<file path="config.mk">
export PLATFORM = sky130hd
export DESIGN_NAME = url_percent_decoder
export DESIGN_NICKNAME = d
export VERILOG_FILES = /design/src/hdl/upd_pkg.sv /design/src/hdl/url_percent_decoder.sv
export SDC_FILE = /design/constraint.sdc
export NUM_CORES = 1
export LEC_CHECK = 0
export ABC_AREA = 1
export BUFFER_PORTS_ARGS = -buffer_cell sky130_fd_sc_hd__buf_4
export CORE_MARGIN = 1.5
export CORE_UTILIZATION = 33
export DETAILED_ROUTE_END_ITERATION = 8
export GPL_TIMING_DRIVEN = 0
export MAX_ROUTING_LAYER = met4
export PLACE_DENSITY = 0.5
export SYNTH_ARGS = -nofsm -noshare
export SYNTH_HDL_FRONTEND = slang
export SYNTH_SLANG_ARGS = --single-unit
export TNS_END_PERCENT = 30
</file>
<file path="constraint.sdc">
create_clock -name clock -period 3.04 [get_ports clock]
set_clock_uncertainty 0.2 [all_clocks]
set_input_delay 0.152 -clock clock [delete_from_list [all_inputs] [get_ports clock]]
set_output_delay 0.152 -clock clock [all_outputs]
set_load 0.01 [all_outputs]
</file>
<file path="src/hdl/upd_pkg.sv">
package upd_pkg;

   // Character codes used by the decoder.
   localparam logic [7:0] CHAR_PERCENT = 8'h25;
   localparam logic [7:0] CHAR_PLUS    = 8'h2B;
   localparam logic [7:0] CHAR_SPACE   = 8'h20;
   localparam logic [7:0] CHAR_ZERO    = 8'h30;
   localparam logic [7:0] CHAR_NINE    = 8'h39;
   localparam logic [7:0] CHAR_LOWER_A = 8'h61;
   localparam logic [7:0] CHAR_LOWER_F = 8'h66;
   localparam logic [7:0] CHAR_LOWER_Z = 8'h7A;
   localparam logic [7:0] CHAR_UPPER_A = 8'h41;
   localparam logic [7:0] CHAR_UPPER_F = 8'h46;
   localparam logic [7:0] CHAR_UPPER_Z = 8'h5A;
   localparam logic [3:0] HEX_LETTER_BASE = 4'd10;

   // Decoder phase within an escape sequence.
   typedef enum logic [1:0] {
      PHASE_PLAIN = 2'd0,
      PHASE_PCT   = 2'd1,
      PHASE_HEX1  = 2'd2
   } upd_phase_type;

   // One byte of the encoded string.
   typedef struct packed {
      logic [7:0] char_in;
      logic       is_last;
   } upd_req_type;

   // One decoder result.
   typedef struct packed {
      logic [7:0] byte_out;
      logic       byte_valid;
      logic       string_end;
      logic       decode_error;
   } upd_rsp_type;

   // Hex digit decode: bit 4 set when the character is a hex digit, bits 3:0 its value.
   function automatic logic [4:0] hex_decode(input logic [7:0] c);
      logic [7:0] diff;
      begin
         diff = 8'd0;
         if (c >= CHAR_ZERO && c <= CHAR_NINE) begin
            diff = c - CHAR_ZERO;
            hex_decode = {1'b1, diff[3:0]};
         end else if (c >= CHAR_LOWER_A && c <= CHAR_LOWER_F) begin
            diff = c - CHAR_LOWER_A;
            hex_decode = {1'b1, diff[3:0] + HEX_LETTER_BASE};
         end else if (c >= CHAR_UPPER_A && c <= CHAR_UPPER_F) begin
            diff = c - CHAR_UPPER_A;
            hex_decode = {1'b1, diff[3:0] + HEX_LETTER_BASE};
         end else begin
            hex_decode = 5'd0;
         end
      end
   endfunction

   // Unreserved characters, and the reserved characters other than '+', that are copied unchanged.
   function automatic logic passes_through(input logic [7:0] c);
      begin
         if ((c >= CHAR_ZERO && c <= CHAR_NINE) ||
             (c >= CHAR_LOWER_A && c <= CHAR_LOWER_Z) ||
             (c >= CHAR_UPPER_A && c <= CHAR_UPPER_Z)) begin
            passes_through = 1'b1;
         end else begin
            case (c)
               "-", "_", ".", "~", ":", "/", "?", "#", "[", "]", "@",
               "!", "$", "&", "'", "(", ")", "*", ",", ";", "=": begin
                  passes_through = 1'b1;
               end
               default: begin
                  passes_through = 1'b0;
               end
            endcase
         end
      end
   endfunction

endpackage

</file>
<file path="src/hdl/url_percent_decoder.sv">
// Streaming URL percent-decoder. One byte of the encoded string is taken per transfer on
// the req_ channel, with is_last set on the final byte; an empty string cannot be sent.
// '%' and two hex digits of either case give the byte they spell, '+' gives a space, and
// letters, digits and the usual URI punctuation are copied. A result is delivered on the
// rsp_ channel for every decoded byte and for every last byte; the last byte's result has
// string_end set and reports in decode_error whether the string was malformed (a bad
// character, a bad hex digit or an end inside an escape). Once a string is malformed no
// further bytes are delivered for it. The block takes one byte every cycle unless the rsp_
// channel stalls: a byte is held in the input register and is then decoded into the result
// register, and a stall only holds the pipeline while rsp_ready is low.
module url_percent_decoder (
   input  logic                 clock,
   input  logic                 reset,
   input  logic                 req_valid,
   output logic                 req_ready,
   input  upd_pkg::upd_req_type req_data,
   output logic                 rsp_valid,
   input  logic                 rsp_ready,
   output upd_pkg::upd_rsp_type rsp_data
);

   // Input register.
   logic                  in_valid_ff;
   upd_pkg::upd_req_type  in_data_ff;

   // Result register.
   logic                  rsp_valid_ff;
   logic                  rsp_valid_in;
   upd_pkg::upd_rsp_type  rsp_data_ff;
   upd_pkg::upd_rsp_type  rsp_data_in;

   // Decoder state.
   upd_pkg::upd_phase_type phase_ff;
   upd_pkg::upd_phase_type phase_in;
   logic [3:0]             high_nibble_ff;
   logic [3:0]             high_nibble_in;
   logic                   error_seen_ff;
   logic                   error_seen_in;

   logic                   advance;
   logic [4:0]             hex;
   logic                   byte_valid;
   logic [7:0]             byte_value;
   logic                   err_next;
   upd_pkg::upd_phase_type phase_next;

   // The held byte moves on when the result register is free or is being emptied.
   assign advance   = in_valid_ff && (!rsp_valid_ff || rsp_ready);
   assign req_ready = !in_valid_ff || advance;
   assign rsp_valid = rsp_valid_ff;
   assign rsp_data  = rsp_data_ff;

   // Decode of the held byte against the current phase.
   always_comb begin
      hex            = upd_pkg::hex_decode(in_data_ff.char_in);
      byte_valid     = 1'b0;
      byte_value     = 8'd0;
      phase_next     = phase_ff;
      high_nibble_in = high_nibble_ff;
      err_next       = error_seen_ff;
      if (!error_seen_ff) begin
         case (phase_ff)
            upd_pkg::PHASE_PCT: begin
               if (hex[4]) begin
                  high_nibble_in = hex[3:0];
                  phase_next     = upd_pkg::PHASE_HEX1;
               end else begin
                  err_next = 1'b1;
               end
            end
            upd_pkg::PHASE_HEX1: begin
               if (hex[4]) begin
                  byte_value = {high_nibble_ff, hex[3:0]};
                  byte_valid = 1'b1;
                  phase_next = upd_pkg::PHASE_PLAIN;
               end else begin
                  err_next = 1'b1;
               end
            end
            default: begin
               phase_next = upd_pkg::PHASE_PLAIN;
               if (in_data_ff.char_in == upd_pkg::CHAR_PERCENT) begin
                  phase_next = upd_pkg::PHASE_PCT;
               end else if (in_data_ff.char_in == upd_pkg::CHAR_PLUS) begin
                  byte_value = upd_pkg::CHAR_SPACE;
                  byte_valid = 1'b1;
               end else if (upd_pkg::passes_through(in_data_ff.char_in)) begin
                  byte_value = in_data_ff.char_in;
                  byte_valid = 1'b1;
               end else begin
                  err_next = 1'b1;
               end
            end
         endcase
         // A string must not end part-way through an escape.
         if (in_data_ff.is_last && phase_next != upd_pkg::PHASE_PLAIN) begin
            err_next = 1'b1;
         end
      end

      // Result for this byte.
      rsp_valid_in             = byte_valid || in_data_ff.is_last;
      rsp_data_in.byte_out     = byte_value;
      rsp_data_in.byte_valid   = byte_valid;
      rsp_data_in.string_end   = in_data_ff.is_last;
      rsp_data_in.decode_error = in_data_ff.is_last && err_next;

      // The state clears after the last byte of a string.
      if (in_data_ff.is_last) begin
         phase_in       = upd_pkg::PHASE_PLAIN;
         high_nibble_in = 4'd0;
         error_seen_in  = 1'b0;
      end else begin
         phase_in      = phase_next;
         error_seen_in = err_next;
      end
   end

   // Input register: loaded on every request transfer.
   always_ff @(posedge clock) begin
      if (reset) begin
         in_valid_ff <= 1'b0;
      end else if (req_ready) begin
         in_valid_ff <= req_valid;
      end
      if (req_valid && req_ready) begin
         in_data_ff <= req_data;
      end
   end

   // Decoder state and result register.
   always_ff @(posedge clock) begin
      if (reset) begin
         rsp_valid_ff   <= 1'b0;
         phase_ff       <= upd_pkg::PHASE_PLAIN;
         high_nibble_ff <= 4'd0;
         error_seen_ff  <= 1'b0;
      end else begin
         if (advance) begin
            rsp_valid_ff   <= rsp_valid_in;
            phase_ff       <= phase_in;
            high_nibble_ff <= high_nibble_in;
            error_seen_ff  <= error_seen_in;
         end else if (rsp_ready) begin
            rsp_valid_ff <= 1'b0;
         end
      end
      if (advance) begin
         rsp_data_ff <= rsp_data_in;
      end
   end

endmodule
</file>
==> results_tabular.tex, run 1 <==
\begin{tabular}{lr}
\hline
Metric & Value \\
\hline
\multicolumn{2}{l}{\textbf{CTS}} \\
\quad H-tree depth reported by CTS & 2 \\
\quad Post-CTS setup buffer count & 0 \\
\quad Maximum number of buffers from clock root to sink & 2 \\
\quad Worst skew pair latency & 290 ps \\
\quad TritonCTS clock tree & done \\
\quad Number of buffers created by CTS & 5 \\
\quad Clk sinks & 29 \\
\quad Master cell of the clock root buffer & sky130\_fd\_sc\_hd\_\_clkbuf\_8 \\
\quad Clock input transition at the sequential cells of the worst setup and hold paths & 70 ps \\
\multicolumn{2}{l}{\textbf{Worst setup path}} \\
\quad Worst R2R Setup Slack & 670 ps \\
\quad Crit path capture type & flop \\
\quad Worst path arrival time & 2200 ps \\
\quad Sort of element at the start of the critical path & flop \\
\quad Maximum fanout along the worst path & 6 \\
\quad Critical path data required time & 2870 ps \\
\quad Crit Path Category & flop to flop \\
\multicolumn{2}{l}{\textbf{Timing}} \\
\quad Final hold violations & 0 \\
\quad Fraction of the cycle the final worst path needs & 77.9\% \\
\quad Sum Neg Setup Slack & 0 ps \\
\quad Final setup violating endpoints & 0 \\
\quad Max Slew Vio Count & 0 \\
\quad Slew @ Worst Pin & 468 ps \\
\quad Highest clock rate & 422 MHz \\
\quad Setup repair after global routing missed its margin & false \\
\quad Normalized max-slew margin & 68.8\% \\
\quad Tmin final & 2370 ps \\
\multicolumn{2}{l}{\textbf{Place}} \\
\quad Quantity of I/O buffers inserted on ports & 24 \\
\quad Post-detailed-placement half-perimeter wirelength & 2890 um \\
\quad Final Wtd Congestion & 0.877 \\
\quad Placed cells & 315 \\
\multicolumn{2}{l}{\textbf{Final layout}} \\
\quad Number of nets in the layout & 284 \\
\quad Commonest cells after routing, fill and taps aside & sky130\_fd\_sc\_hd\_\_nand2\_1, sky130\_fd\_sc\_hd\_\_buf\_4, sky130\_fd\_sc\_hd\_\_inv\_1, sky130\_fd\_sc\_hd\_\_a21oi\_1, sky130\_fd\_sc\_hd\_\_edfxtp\_1 \\
\quad Area of the multi-input gates & 837 um\^{}2 \\
\quad Fraction of layout cells with a size suffix above 1 & 24.5\% \\
\quad Post-layout instance count excluding filler cells & 335 \\
\quad Most common cell after layout, fill and taps aside & sky130\_fd\_sc\_hd\_\_nand2\_1 \\
\quad Layout filler cell count & 528 \\
\quad Area Growth Syn to Fin & 26.5\% \\
\quad Inserted Diodes & 0 \\
\quad Area occupied by registers & 781 um\^{}2 \\
\multicolumn{2}{l}{\textbf{Outcome}} \\
\quad Run status & finished clean \\
\multicolumn{2}{l}{\textbf{Floorplan}} \\
\quad Core outline area & 5170 um\^{}2 \\
\quad Die Span X & 76.6 um \\
\quad Top-level port count & 26 \\
\quad Starting Density & 34.6\% \\
\quad Die H & 76.6 um \\
\quad Die Outline Area & 5870 um\^{}2 \\
\quad Site row count & 26 \\
\multicolumn{2}{l}{\textbf{Power and ir drop}} \\
\quad Sequential group share of total power & 49.3\% \\
\quad Combinational fraction of design power & 16.0\% \\
\quad Max rail drop VDD & 0.202 mV \\
\quad Static leakage & 0.974 nW \\
\quad Net switching power & 0.257 mW \\
\quad Clock network power share & 34.7\% \\
\quad Switching fraction of total power & 27.9\% \\
\quad PwrDens & 407 nW/um\^{}2 \\
\quad Internal Power & 0.664 mW \\
\multicolumn{2}{l}{\textbf{Yosys}} \\
\quad Mean instance size in the synthesized netlist & 8.10 um\^{}2 \\
\quad Number of distinct standard cells referenced by the synthesized netlist & 29 \\
\quad Share of the synthesized area in the top cell type & 33.6\% \\
\quad Leading cell types by total area after synthesis & sky130\_fd\_sc\_hd\_\_edfxtp\_1, sky130\_fd\_sc\_hd\_\_nand2\_1, sky130\_fd\_sc\_hd\_\_dfxtp\_1 \\
\quad Sequential-to-total area share from yosys stat & 43.6\% \\
\quad Top flip-flop cell by instance count after synthesis & sky130\_fd\_sc\_hd\_\_edfxtp\_1 \\
\quad Netlist area before placement & 1790 um\^{}2 \\
\quad Syn\_nets & 241 \\
\quad Warnings, synthesis & 0 \\
\quad Number of synthesized register bits & 29 \\
\quad Synthesized instance count & 221 \\
\quad Largest area contributor in the synthesized netlist & sky130\_fd\_sc\_hd\_\_edfxtp\_1 \\
\quad Number of synthesized flops with an enable pin & 20 \\
\quad Async S/R FF share, synth & 0\% \\
\multicolumn{2}{l}{\textbf{Drt}} \\
\quad First-iteration detailed-routing DRC count & 120 \\
\quad Routed wire length per instance & 11.8 um \\
\quad Vias per Instance & 4.47 \\
\quad Antenna viol nets, final & 0 \\
\quad Total number of vias & 1498 \\
\quad Wire length reported by the detailed router & 3940 um \\
\quad First-pass iteration count of the detailed router & 4 \\
\quad DRC violation count after routing & 0 \\
\multicolumn{2}{l}{\textbf{Global routing}} \\
\quad First-pass GRT wire length & 6560 um \\
\quad GRT Overall Usage & 14.8\% \\
\quad Number of global-route vias before repair & 1409 \\
\quad Total congestion overflow & 0 \\
\quad Number of antenna violations at the first check in global routing & 0 \\
\quad Largest net degree at the start of global routing & 13 \\
\multicolumn{2}{l}{\textbf{Job}} \\
\quad Count of max-cap constraint violations & 0 \\
\multicolumn{2}{l}{\textbf{Hold path}} \\
\quad Worst Hold Class & input pin to flop \\
\hline
\end{tabular}
-- registers in the layout, indices dropped and copies added (netlist names) --
name / flops
in_data_ff: 9
phase_ff: 2
error_seen_ff: 1
high_nibble_ff: 4
rsp_data: 11
in_valid_ff: 1
rsp_valid: 1
-- critical path, stage by stage (launching register included) --
cell and delay [ps]:
sky130_fd_sc_hd__edfxtp_1 500, sky130_fd_sc_hd__inv_1 160, sky130_fd_sc_hd__ha_1 320, sky130_fd_sc_hd__nand2_2 120
sky130_fd_sc_hd__nor2_4 110, sky130_fd_sc_hd__nand2_2 60, sky130_fd_sc_hd__nand2_4 90, sky130_fd_sc_hd__inv_4 60
sky130_fd_sc_hd__nand2_4 90, sky130_fd_sc_hd__nor2_1 40, sky130_fd_sc_hd__inv_1 90, sky130_fd_sc_hd__o22ai_2 70
sky130_fd_sc_hd__nor2_1 120, sky130_fd_sc_hd__a21oi_1 80
-- cells by family (layout without fill, tap and decap cells) --
| logic type | after synthesis | in the layout | synth area share [%] |
|---|---|---|---|
| fa+ha+maj | 7 | 7 | 4.89 |
| buf+inv | 37 | 81 | 9.58 |
| compound gates | 31 | 31 | 9.72 |
| flops | 29 | 29 | 43.6 |
| xor+xnor | 2 | 2 | 0.979 |
| simple gates | 115 | 115 | 31.2 |
-- worst paths after layout --
path	start	endpoint	cells after the start
setup / recovery	in_data_ff[2]	rsp_data[0]	13
hold / removal	reset	high_nibble_ff[3]	2
setup reg to reg	in_data_ff[2]	rsp_data[0]	13
hold reg to reg	high_nibble_ff[3]	high_nibble_ff[3]	2
-- synth_stat cells (2+ instances only) --
master / instances
sky130_fd_sc_hd__nand4_1: 3
sky130_fd_sc_hd__dfxtp_1: 9
sky130_fd_sc_hd__o21ai_0: 5
sky130_fd_sc_hd__inv_4: 2
sky130_fd_sc_hd__nor3_1: 3
sky130_fd_sc_hd__nor2_2: 4
sky130_fd_sc_hd__nor2_4: 2
sky130_fd_sc_hd__nand2_1: 54
sky130_fd_sc_hd__nand3_2: 2
sky130_fd_sc_hd__xor2_1: 2
sky130_fd_sc_hd__nand3_1: 19
sky130_fd_sc_hd__buf_4: 2
sky130_fd_sc_hd__o21ai_1: 2
sky130_fd_sc_hd__inv_1: 24
sky130_fd_sc_hd__inv_2: 4
sky130_fd_sc_hd__nand2_2: 6
sky130_fd_sc_hd__ha_1: 7
sky130_fd_sc_hd__a21oi_1: 21
sky130_fd_sc_hd__nor2_1: 17
sky130_fd_sc_hd__buf_6: 2
sky130_fd_sc_hd__nand2_4: 4
sky130_fd_sc_hd__edfxtp_1: 20
-- timing repair --
item                                   CTS  global route
gates resized for setup                  0             0
hold buffers                            12             0
endpoints found under the hold margin   11             0
-- metrics by stage --
step | hold slack, ps | area, um^2 | util [%] | setup slack, ps | total power, mW
floorplan | 50.9 | 1790 | - | 1000 | 0.550
global placement | 130 | 2060 | 39.8 | 700 | 0.598
detailed placement | 131 | 2060 | 39.8 | 693 | 0.599
CTS | 79.5 | 2260 | 43.8 | 680 | 0.931
global route | 110 | 2260 | 43.8 | 537 | 0.962
finish | 79.3 | 2260 | 43.8 | 672 | 0.922
-- layout make-up --
type,count,area share (%)
multi-input cells,155,37.0
flip-flops and latches,29,34.5
repair buffers,36,13.3
inverters,31,5.58
well taps,70,3.87
clock buffers,5,3.04
plain buffers,6,1.99
clock inverters,3,0.774
-- power by group through the flow --
stage               Clock [mW]  Combinational (mW)  Sequential (mW)
finish                   0.320               0.147            0.455
global route             0.342               0.162            0.457
CTS                      0.328               0.148            0.455
detailed placement           0               0.136            0.464
global placement             0               0.135            0.463
floorplan                    0              0.0841            0.466
-- routing by layer --
| metal | routed length [um] | vias to the layer above | track usage, % | share of wire, % |
|---|---|---|---|---|
| li1 | - | 806 | - | - |
| met1 | 2020 | 660 | 19.4 | 51 |
| met2 | 1760 | 27 | 22.2 | 45 |
| met3 | 112 | 5 | 3.59 | 2.8 |
| met4 | 57 | 0 | 5.00 | 1.4 |
| met5 | 0 | - | - | 0 |
No activity file was read; power rests on OpenSTA's default activity.
==> run 2: changes to the inputs <==
clock period = 2.2 ns   (was 3.04 ns; I/O delays follow)
==> run 2 against run 1 <==
  * Worst setup slack worse by 610 ps
  * Critical endpoint unchanged
  * Register-to-register slack worse by 610 ps
  * Highest routed layer unchanged
  * Non-clock buffer count increased by 10
  * First-iteration DRC count shrank 13%
  * Wire length grew 2.3%
==> results_tabular.tex, run 2 (synthesis gave the netlist of run 1 again) <==
\begin{tabular}{lr}
\hline
Metric & Value \\
\hline
\multicolumn{2}{l}{\textbf{Global routing}} \\
\quad Largest net degree at the start of global routing & 13 (unchanged) \\
\quad Number of global-route vias before repair & 1423 (+0.99\%) \\
\quad Number of antenna violations at the first check in global routing & 0 (unchanged) \\
\quad GRT Overall Usage & 14.8\% (+0.052 points) \\
\quad First-pass GRT wire length & 6600 um (+0.53\%) \\
\quad Total congestion overflow & 0 (unchanged) \\
\multicolumn{2}{l}{\textbf{Power and ir drop}} \\
\quad Static leakage & 1.03 nW (+5.9\%) \\
\quad Internal Power & 0.932 mW (+40\%) \\
\quad Max rail drop VDD & 0.280 mV (+39\%) \\
\quad Combinational fraction of design power & 17.7\% (+1.7 points) \\
\quad Clock network power share & 34.1\% (-0.6 points) \\
\quad PwrDens & 541 nW/um\^{}2 (+33\%) \\
\quad Switching fraction of total power & 28.2\% (+0.25 points) \\
\quad Sequential group share of total power & 48.2\% (-1.1 points) \\
\quad Total Power Consumption & 1.30 mW (+41\%) \\
\quad Net switching power & 0.366 mW (+42\%) \\
\multicolumn{2}{l}{\textbf{Worst setup path}} \\
\quad Crit path capture type & flop \\
\quad Cell with the largest stage delay on the worst path & sky130\_fd\_sc\_hd\_\_edfxtp\_1 \\
\quad Highest cell delay on the worst timing path & 410 ps (-90 ps) \\
\quad Sequence of cells on the critical path & buf\_4, ha\_4, buf\_4, o211ai\_2, nand2\_4, o21ai\_1, a21oi\_1, nor2\_1, a21oi\_1 \\
\quad Number of cells on the critical path & 9 (-4) \\
\quad Maximum fanout along the worst path & 5 (-1) \\
\quad Crit Path Category & flop to flop \\
\quad Worst path arrival time & 1960 ps (-240 ps) \\
\quad Sort of element at the start of the critical path & flop \\
\quad Critical path data required time & 2030 ps (-840 ps) \\
\quad Depth of the worst register-to-register path & 9 (-4) \\
\quad Worst path bufs/invs & 2 (-1) \\
\quad Cell family with most CP delay & compound AO/OA/AOI/OAI gates \\
\multicolumn{2}{l}{\textbf{Timing}} \\
\quad Final setup violating endpoints & 0 (unchanged) \\
\quad Hold slack & 37.4 ps (-41.9 ps) \\
\quad Setup ws final & 65.2 ps (-607 ps) \\
\quad Fraction of the cycle the final worst path needs & 97.0\% (+19 points) \\
\quad Max Slew Vio Count & 0 (unchanged) \\
\quad Setup repair after global routing missed its margin & true \\
\quad Final hold violations & 0 (unchanged) \\
\quad Highest clock rate & 468 MHz (+11\%) \\
\quad Slew @ Worst Pin & 465 ps (-2.80 ps) \\
\quad Tmin final & 2130 ps (-233 ps) \\
\quad Normalized max-slew margin & 69.0\% (+0.19 points) \\
\multicolumn{2}{l}{\textbf{Floorplan}} \\
\quad Die H & 76.6 um (unchanged) \\
\quad Top-level port count & 26 (unchanged) \\
\quad Core outline area & 5170 um\^{}2 (unchanged) \\
\quad Starting Density & 34.6\% (unchanged) \\
\quad Die Span X & 76.6 um (unchanged) \\
\quad Site row count & 26 (unchanged) \\
\quad Die Outline Area & 5870 um\^{}2 (unchanged) \\
\multicolumn{2}{l}{\textbf{Final layout}} \\
\quad Largest register FFs & 11 (unchanged) \\
\quad Most common cell after layout, fill and taps aside & sky130\_fd\_sc\_hd\_\_nand2\_1 \\
\quad Inserted Diodes & 0 (unchanged) \\
\quad Number of nets in the layout & 294 (+3.5\%) \\
\quad Fraction of layout cells with a size suffix above 1 & 30.9\% (+6.4 points) \\
\quad Area Growth Syn to Fin & 34.2\% \\
\quad Final instance area & 2400 um\^{}2 (+6.1\%) \\
\quad Commonest cells after routing, fill and taps aside & sky130\_fd\_sc\_hd\_\_nand2\_1, sky130\_fd\_sc\_hd\_\_buf\_4, sky130\_fd\_sc\_hd\_\_inv\_1, sky130\_fd\_sc\_hd\_\_a21oi\_1, sky130\_fd\_sc\_hd\_\_edfxtp\_1 \\
\quad Post-layout instance count excluding filler cells & 345 (+3.0\%) \\
\multicolumn{2}{l}{\textbf{CTS}} \\
\quad Clk sinks & 29 (unchanged) \\
\quad Clock input transition at the sequential cells of the worst setup and hold paths & 70 ps (about the same) \\
\quad Number of buffers created by CTS & 5 (unchanged) \\
\quad Worst skew pair latency & 290 ps (about the same) \\
\quad Maximum number of buffers from clock root to sink & 2 (unchanged) \\
\quad Master cell of the clock root buffer & sky130\_fd\_sc\_hd\_\_clkbuf\_8 \\
\quad H-tree depth reported by CTS & 2 (unchanged) \\
\quad TritonCTS clock tree & done \\
\multicolumn{2}{l}{\textbf{Drt}} \\
\quad First-pass iteration count of the detailed router & 4 (unchanged) \\
\quad First-iteration detailed-routing DRC count & 104 (-13\%) \\
\quad Wire length reported by the detailed router & 4030 um (+2.3\%) \\
\quad DRC violation count after routing & 0 (unchanged) \\
\quad Vias per Instance & 4.45 (-0.50\%) \\
\quad Antenna viol nets, final & 0 (unchanged) \\
\quad Total number of vias & 1535 (+2.5\%) \\
\quad Routed wire length per instance & 11.7 um (-0.71\%) \\
\multicolumn{2}{l}{\textbf{Place}} \\
\quad Post-detailed-placement half-perimeter wirelength & 2890 um (unchanged) \\
\quad Post-placement worst setup slack & -147 ps (-840 ps) \\
\quad Placed cells & 315 (unchanged) \\
\quad Final Wtd Congestion & 0.877 (unchanged) \\
\quad Quantity of I/O buffers inserted on ports & 24 (unchanged) \\
\quad Cell area after placement & 2060 um\^{}2 (unchanged) \\
\multicolumn{2}{l}{\textbf{Job}} \\
\quad Count of max-cap constraint violations & 0 (unchanged) \\
\multicolumn{2}{l}{\textbf{Hold path}} \\
\quad Worst Hold Class & input pin to flop \\
\quad Hold Crit Depth & 2 (unchanged) \\
\multicolumn{2}{l}{\textbf{Outcome}} \\
\quad Run status & finished clean \\
\hline
\end{tabular}
run 2: cell count changes in the layout (fill, tap and decap cells not counted), moves of 2 or more:
cell / delta
sky130_fd_sc_hd__ha_1: -4
sky130_fd_sc_hd__o21ai_0: -2
sky130_fd_sc_hd__ha_4: +3
sky130_fd_sc_hd__nand2_1: -2
sky130_fd_sc_hd__buf_4: +9
sky130_fd_sc_hd__inv_1: -2
sky130_fd_sc_hd__inv_2: +2
run 2: area by class of cell:
cell class                      instances  area [um^2]
Buffer                                  6         45.0
Clock buffer                            5         68.8
Clock inverter                          3         17.5
Fill cell                             515         2770
Inverter                               31          126
Multi-Input combinational cell        155          896
Sequential cell                        29          781
Tap cell                               70         87.6
Timing Repair Buffer                   46          379
run 2: timing repair:
item                       in CTS  in global routing
hold endpoints to repair       11                  0
buffers inserted                4                  6
pin swaps                       0                 11
setup endpoints to repair      17                 13
gates resized for setup         2                 15
hold buffers                   12                  0
run 2: final timing paths:
check	from	end	slack, ps
setup / recovery	in_data_ff[1]	rsp_data[0]	70
hold / removal	reset	high_nibble_ff[3]	40
setup reg to reg	in_data_ff[1]	rsp_data[0]	70
hold reg to reg	high_nibble_ff[3]	high_nibble_ff[3]	270
run 2: power groups by stage:
stage | sequential, mW | combinational [mW] | clock [mW]
floorplan | 0.644 | 0.116 | 0
global placement | 0.639 | 0.186 | 0
detailed placement | 0.640 | 0.187 | 0
CTS | 0.625 | 0.213 | 0.453
global route | 0.628 | 0.252 | 0.473
finish | 0.625 | 0.230 | 0.443
run 2: routing by layer:
| layer | wire length (um) | GRT usage (%) |
|---|---|---|
| met1 | 2100 | 19.2 |
| met2 | 1770 | 22.7 |
| met4 | 57 | 5.00 |
| met3 | 104 | 3.59 |
| met5 | 0 | - |
run 2: per-stage QoR:
stage,TNS [ps],utilization (%)
2_1_floorplan,0,-
3_3_place_gp,-1010,39.8
3_5_place_dp,-1060,39.8
4_1_cts,0,44.4
5_1_grt,-41.7,46.4
6_report,0,46.4
==> run 3: changes to the inputs <==
CORE_UTILIZATION = 45   (was 33)
PLACE_DENSITY = 0.64   (was 0.5)
==> run 3 against run 2 <==
  * Combinational power rose by 2%
  * Clock-buffer cell count did not move
  * Cell area rose by 0.68%
  * Power rose by 0.50%
  * Utilization rose by 18 points
  * Die area fell by 26%
  * Non-clock buffer count fell by 1
  * Via count rose by 7.5%
  * Cell count fell by 6.7%
  * Worst hold slack got worse by 27 ps
  * First-iteration DRC count rose by 21%
  * Largest cell class unchanged
==> results_tabular.tex, run 3 (synthesis gave the netlist of run 1 again) <==
\begin{tabular}{lr}
\hline
Metric & Value \\
\hline
\multicolumn{2}{l}{\textbf{Outcome}} \\
\quad Run status & finished clean \\
\multicolumn{2}{l}{\textbf{Power and ir drop}} \\
\quad Max rail drop VDD & 0.452 mV (+61\%) \\
\quad PwrDens & 540 nW/um\^{}2 (-0.17\%) \\
\quad Static leakage & 1.03 nW (+0.21\%) \\
\quad Total Power Consumption & 1.30 mW (+0.50\%) \\
\multicolumn{2}{l}{\textbf{Worst setup path}} \\
\quad Depth of the worst register-to-register path & 11 (+2) \\
\quad Crit path capture type & flop \\
\quad Worst path arrival time & 2130 ps (+170 ps) \\
\quad Crit Path Category & flop to flop \\
\quad Worst path bufs/invs & 2 (unchanged) \\
\quad Sort of element at the start of the critical path & flop \\
\quad Maximum fanout along the worst path & 5 (unchanged) \\
\quad Critical path data required time & 2140 ps (+110 ps) \\
\quad Number of cells on the critical path & 11 (+2) \\
\quad Highest cell delay on the worst timing path & 490 ps (+80 ps) \\
\quad Cell with the largest stage delay on the worst path & sky130\_fd\_sc\_hd\_\_edfxtp\_1 \\
\quad Crit path top cell by count & sky130\_fd\_sc\_hd\_\_nand2\_2 \\
\quad Cell family with most CP delay & flip-flops \\
\quad Sequence of cells on the critical path & inv\_2, ha\_4, nand2\_2, nand2\_2, nand3\_2, nand2\_4, inv\_4, o21ai\_1, xor2\_1, nand2\_1, a21oi\_1 \\
\multicolumn{2}{l}{\textbf{Job}} \\
\quad Count of max-cap constraint violations & 0 (unchanged) \\
\multicolumn{2}{l}{\textbf{Global routing}} \\
\quad First-pass GRT wire length & 6200 um (-6.1\%) \\
\quad Total congestion overflow & 0 (unchanged) \\
\quad GRT Overall Usage & 19.9\% (+5.1 points) \\
\quad M1 GR Usage & 24.6\% (+5.5 points) \\
\quad Most congested layer reported by global routing & met2 \\
\quad GR Layer Usage met3 & 6.30\% (+2.7 points) \\
\quad Number of antenna violations at the first check in global routing & 0 (unchanged) \\
\quad Number of global-route vias before repair & 1369 (-3.8\%) \\
\quad Met2 usage & 29.3\% (+6.6 points) \\
\quad Largest net degree at the start of global routing & 13 (unchanged) \\
\multicolumn{2}{l}{\textbf{Drt}} \\
\quad Routed wire length per instance & 12.7 um (+8.8\%) \\
\quad First-pass iteration count of the detailed router & 5 (+1) \\
\quad Wire length reported by the detailed router & 4100 um (+1.5\%) \\
\quad Antenna viol nets, final & 0 (unchanged) \\
\quad DRC violation count after routing & 0 (unchanged) \\
\quad Vias per Instance & 5.12 (+15\%) \\
\quad Total number of vias & 1650 (+7.5\%) \\
\quad First-iteration detailed-routing DRC count & 126 (+21\%) \\
\multicolumn{2}{l}{\textbf{Floorplan}} \\
\quad Top-level port count & 26 (unchanged) \\
\quad Die H & 66.1 um (-14\%) \\
\quad Site row count & 22 (-15\%) \\
\quad Starting Density & 47.8\% (+13 points) \\
\quad Die Outline Area & 4360 um\^{}2 (-26\%) \\
\quad Core outline area & 3740 um\^{}2 (-28\%) \\
\quad Die Span X & 66.1 um (-14\%) \\
\multicolumn{2}{l}{\textbf{Final layout}} \\
\quad Most common cell after layout, fill and taps aside & sky130\_fd\_sc\_hd\_\_nand2\_1 \\
\quad Layout filler cell count & 328 (-36\%) \\
\quad Fraction of layout cells with a size suffix above 1 & 33.9\% (+3.0 points) \\
\quad Number of nets in the layout & 293 (-0.34\%) \\
\quad Inserted Diodes & 0 (unchanged) \\
\quad Core Util, Final & 64.6\% (+18 points) \\
\quad Largest register FFs & 11 (unchanged) \\
\quad Area Growth Syn to Fin & 35.1\% \\
\quad Final instance area & 2420 um\^{}2 (+0.68\%) \\
\quad Commonest cells after routing, fill and taps aside & sky130\_fd\_sc\_hd\_\_nand2\_1, sky130\_fd\_sc\_hd\_\_buf\_4, sky130\_fd\_sc\_hd\_\_inv\_1, sky130\_fd\_sc\_hd\_\_edfxtp\_1, sky130\_fd\_sc\_hd\_\_a21oi\_1 \\
\quad Post-layout instance count excluding filler cells & 322 (-6.7\%) \\
\multicolumn{2}{l}{\textbf{CTS}} \\
\quad Number of buffers created by CTS & 5 (unchanged) \\
\quad Clk sinks & 29 (unchanged) \\
\quad TritonCTS clock tree & done \\
\quad H-tree depth reported by CTS & 2 (unchanged) \\
\quad Maximum number of buffers from clock root to sink & 2 (unchanged) \\
\quad Master cell of the clock root buffer & sky130\_fd\_sc\_hd\_\_clkbuf\_8 \\
\quad Worst skew pair latency & 290 ps (about the same) \\
\quad Clock input transition at the sequential cells of the worst setup and hold paths & 70 ps (about the same) \\
\multicolumn{2}{l}{\textbf{Hold path}} \\
\quad Hold Crit Depth & 2 (unchanged) \\
\quad Worst Hold Class & input pin to flop \\
\multicolumn{2}{l}{\textbf{Place}} \\
\quad Post-detailed-placement half-perimeter wirelength & 2600 um (-9.8\%) \\
\quad Placed cells & 293 (-7.0\%) \\
\quad Final Wtd Congestion & 0.892 (+1.7\%) \\
\quad Quantity of I/O buffers inserted on ports & 24 (unchanged) \\
\quad Cell area after placement & 2030 um\^{}2 (-1.3\%) \\
\multicolumn{2}{l}{\textbf{Timing}} \\
\quad Max Slew Vio Count & 0 (unchanged) \\
\quad Final setup violating endpoints & 0 (unchanged) \\
\quad Setup repair after global routing missed its margin & true \\
\quad Tmin final & 2190 ps (+54.5 ps) \\
\quad Fraction of the cycle the final worst path needs & 99.5\% (+2.5 points) \\
\quad Slew @ Worst Pin & 511 ps (+45.7 ps) \\
\quad Hold slack & 10.7 ps (-26.7 ps) \\
\quad Final hold violations & 0 (unchanged) \\
\quad Normalized max-slew margin & 66.0\% (-3.0 points) \\
\quad Highest clock rate & 457 MHz (-2.5\%) \\
\hline
\end{tabular}
## run 3: final cells by class
cell class                 instances  area (um^2)  share of cell area, %
multi-input combinational        155          943                   39.0
sequential                        29          781                   32.3
timing repair buffer              45          375                   15.5
inverter                          31          126                   5.23
clock buffer                       5         68.8                   2.85
tap                               48         60.1                   2.48
buffer                             6         45.0                   1.86
clock inverter                     3         17.5                  0.725
## run 3: worst register-to-register path, stage by stage, from the launching register on
cell	delay, ps
sky130_fd_sc_hd__edfxtp_1	490
sky130_fd_sc_hd__inv_2	180
sky130_fd_sc_hd__ha_4	160
sky130_fd_sc_hd__nand2_2	80
sky130_fd_sc_hd__nand2_2	70
sky130_fd_sc_hd__nand3_2	90
sky130_fd_sc_hd__nand2_4	120
sky130_fd_sc_hd__inv_4	60
sky130_fd_sc_hd__o21ai_1	100
sky130_fd_sc_hd__xor2_1	270
sky130_fd_sc_hd__nand2_1	90
sky130_fd_sc_hd__a21oi_1	150
## run 3: path summary, 6_finish.rpt
check,startpoint,end,slack (ps)
setup / recovery,in_data_ff[2],rsp_data[6],10
hold / removal,reset,high_nibble_ff[0],10
setup reg to reg,in_data_ff[2],rsp_data[6],10
hold reg to reg,high_nibble_ff[0],high_nibble_ff[0],260
## run 3: timing repair
item | in CTS | in global routing
endpoints found under the hold margin | 11 | 0
pin swaps | 0 | 15
hold buffers | 12 | 0
setup buffers | 3 | 6
gates resized for setup | 1 | 29
setup endpoints to repair | 13 | 17
## run 3: power breakdown
group,switching [mW],leakage (nW),total (mW),internal (mW)
logic,0.132,0.725,0.235,0.104
registers,0.0152,0.265,0.628,0.613
clock network,0.223,0.0439,0.441,0.218
## run 3: through the flow
| stage | setup WS, ps | TNS, ps |
|---|---|---|
| final | 10.7 | 0 |
| after global routing | -73.3 | -603 |
| after CTS | 27.8 | 0 |
| after detailed placement | -95.0 | -460 |
| after global placement | -94.4 | -534 |
| after floorplan | 161 | 0 |
## run 3: routing by layer
| layer | wire, um | vias to the layer above |
|---|---|---|
| met1 | 1840 | 747 |
| met5 | 0 | - |
| met4 | 127 | 0 |
| li1 | - | 828 |
| met2 | 1870 | 62 |
| met3 | 259 | 13 |
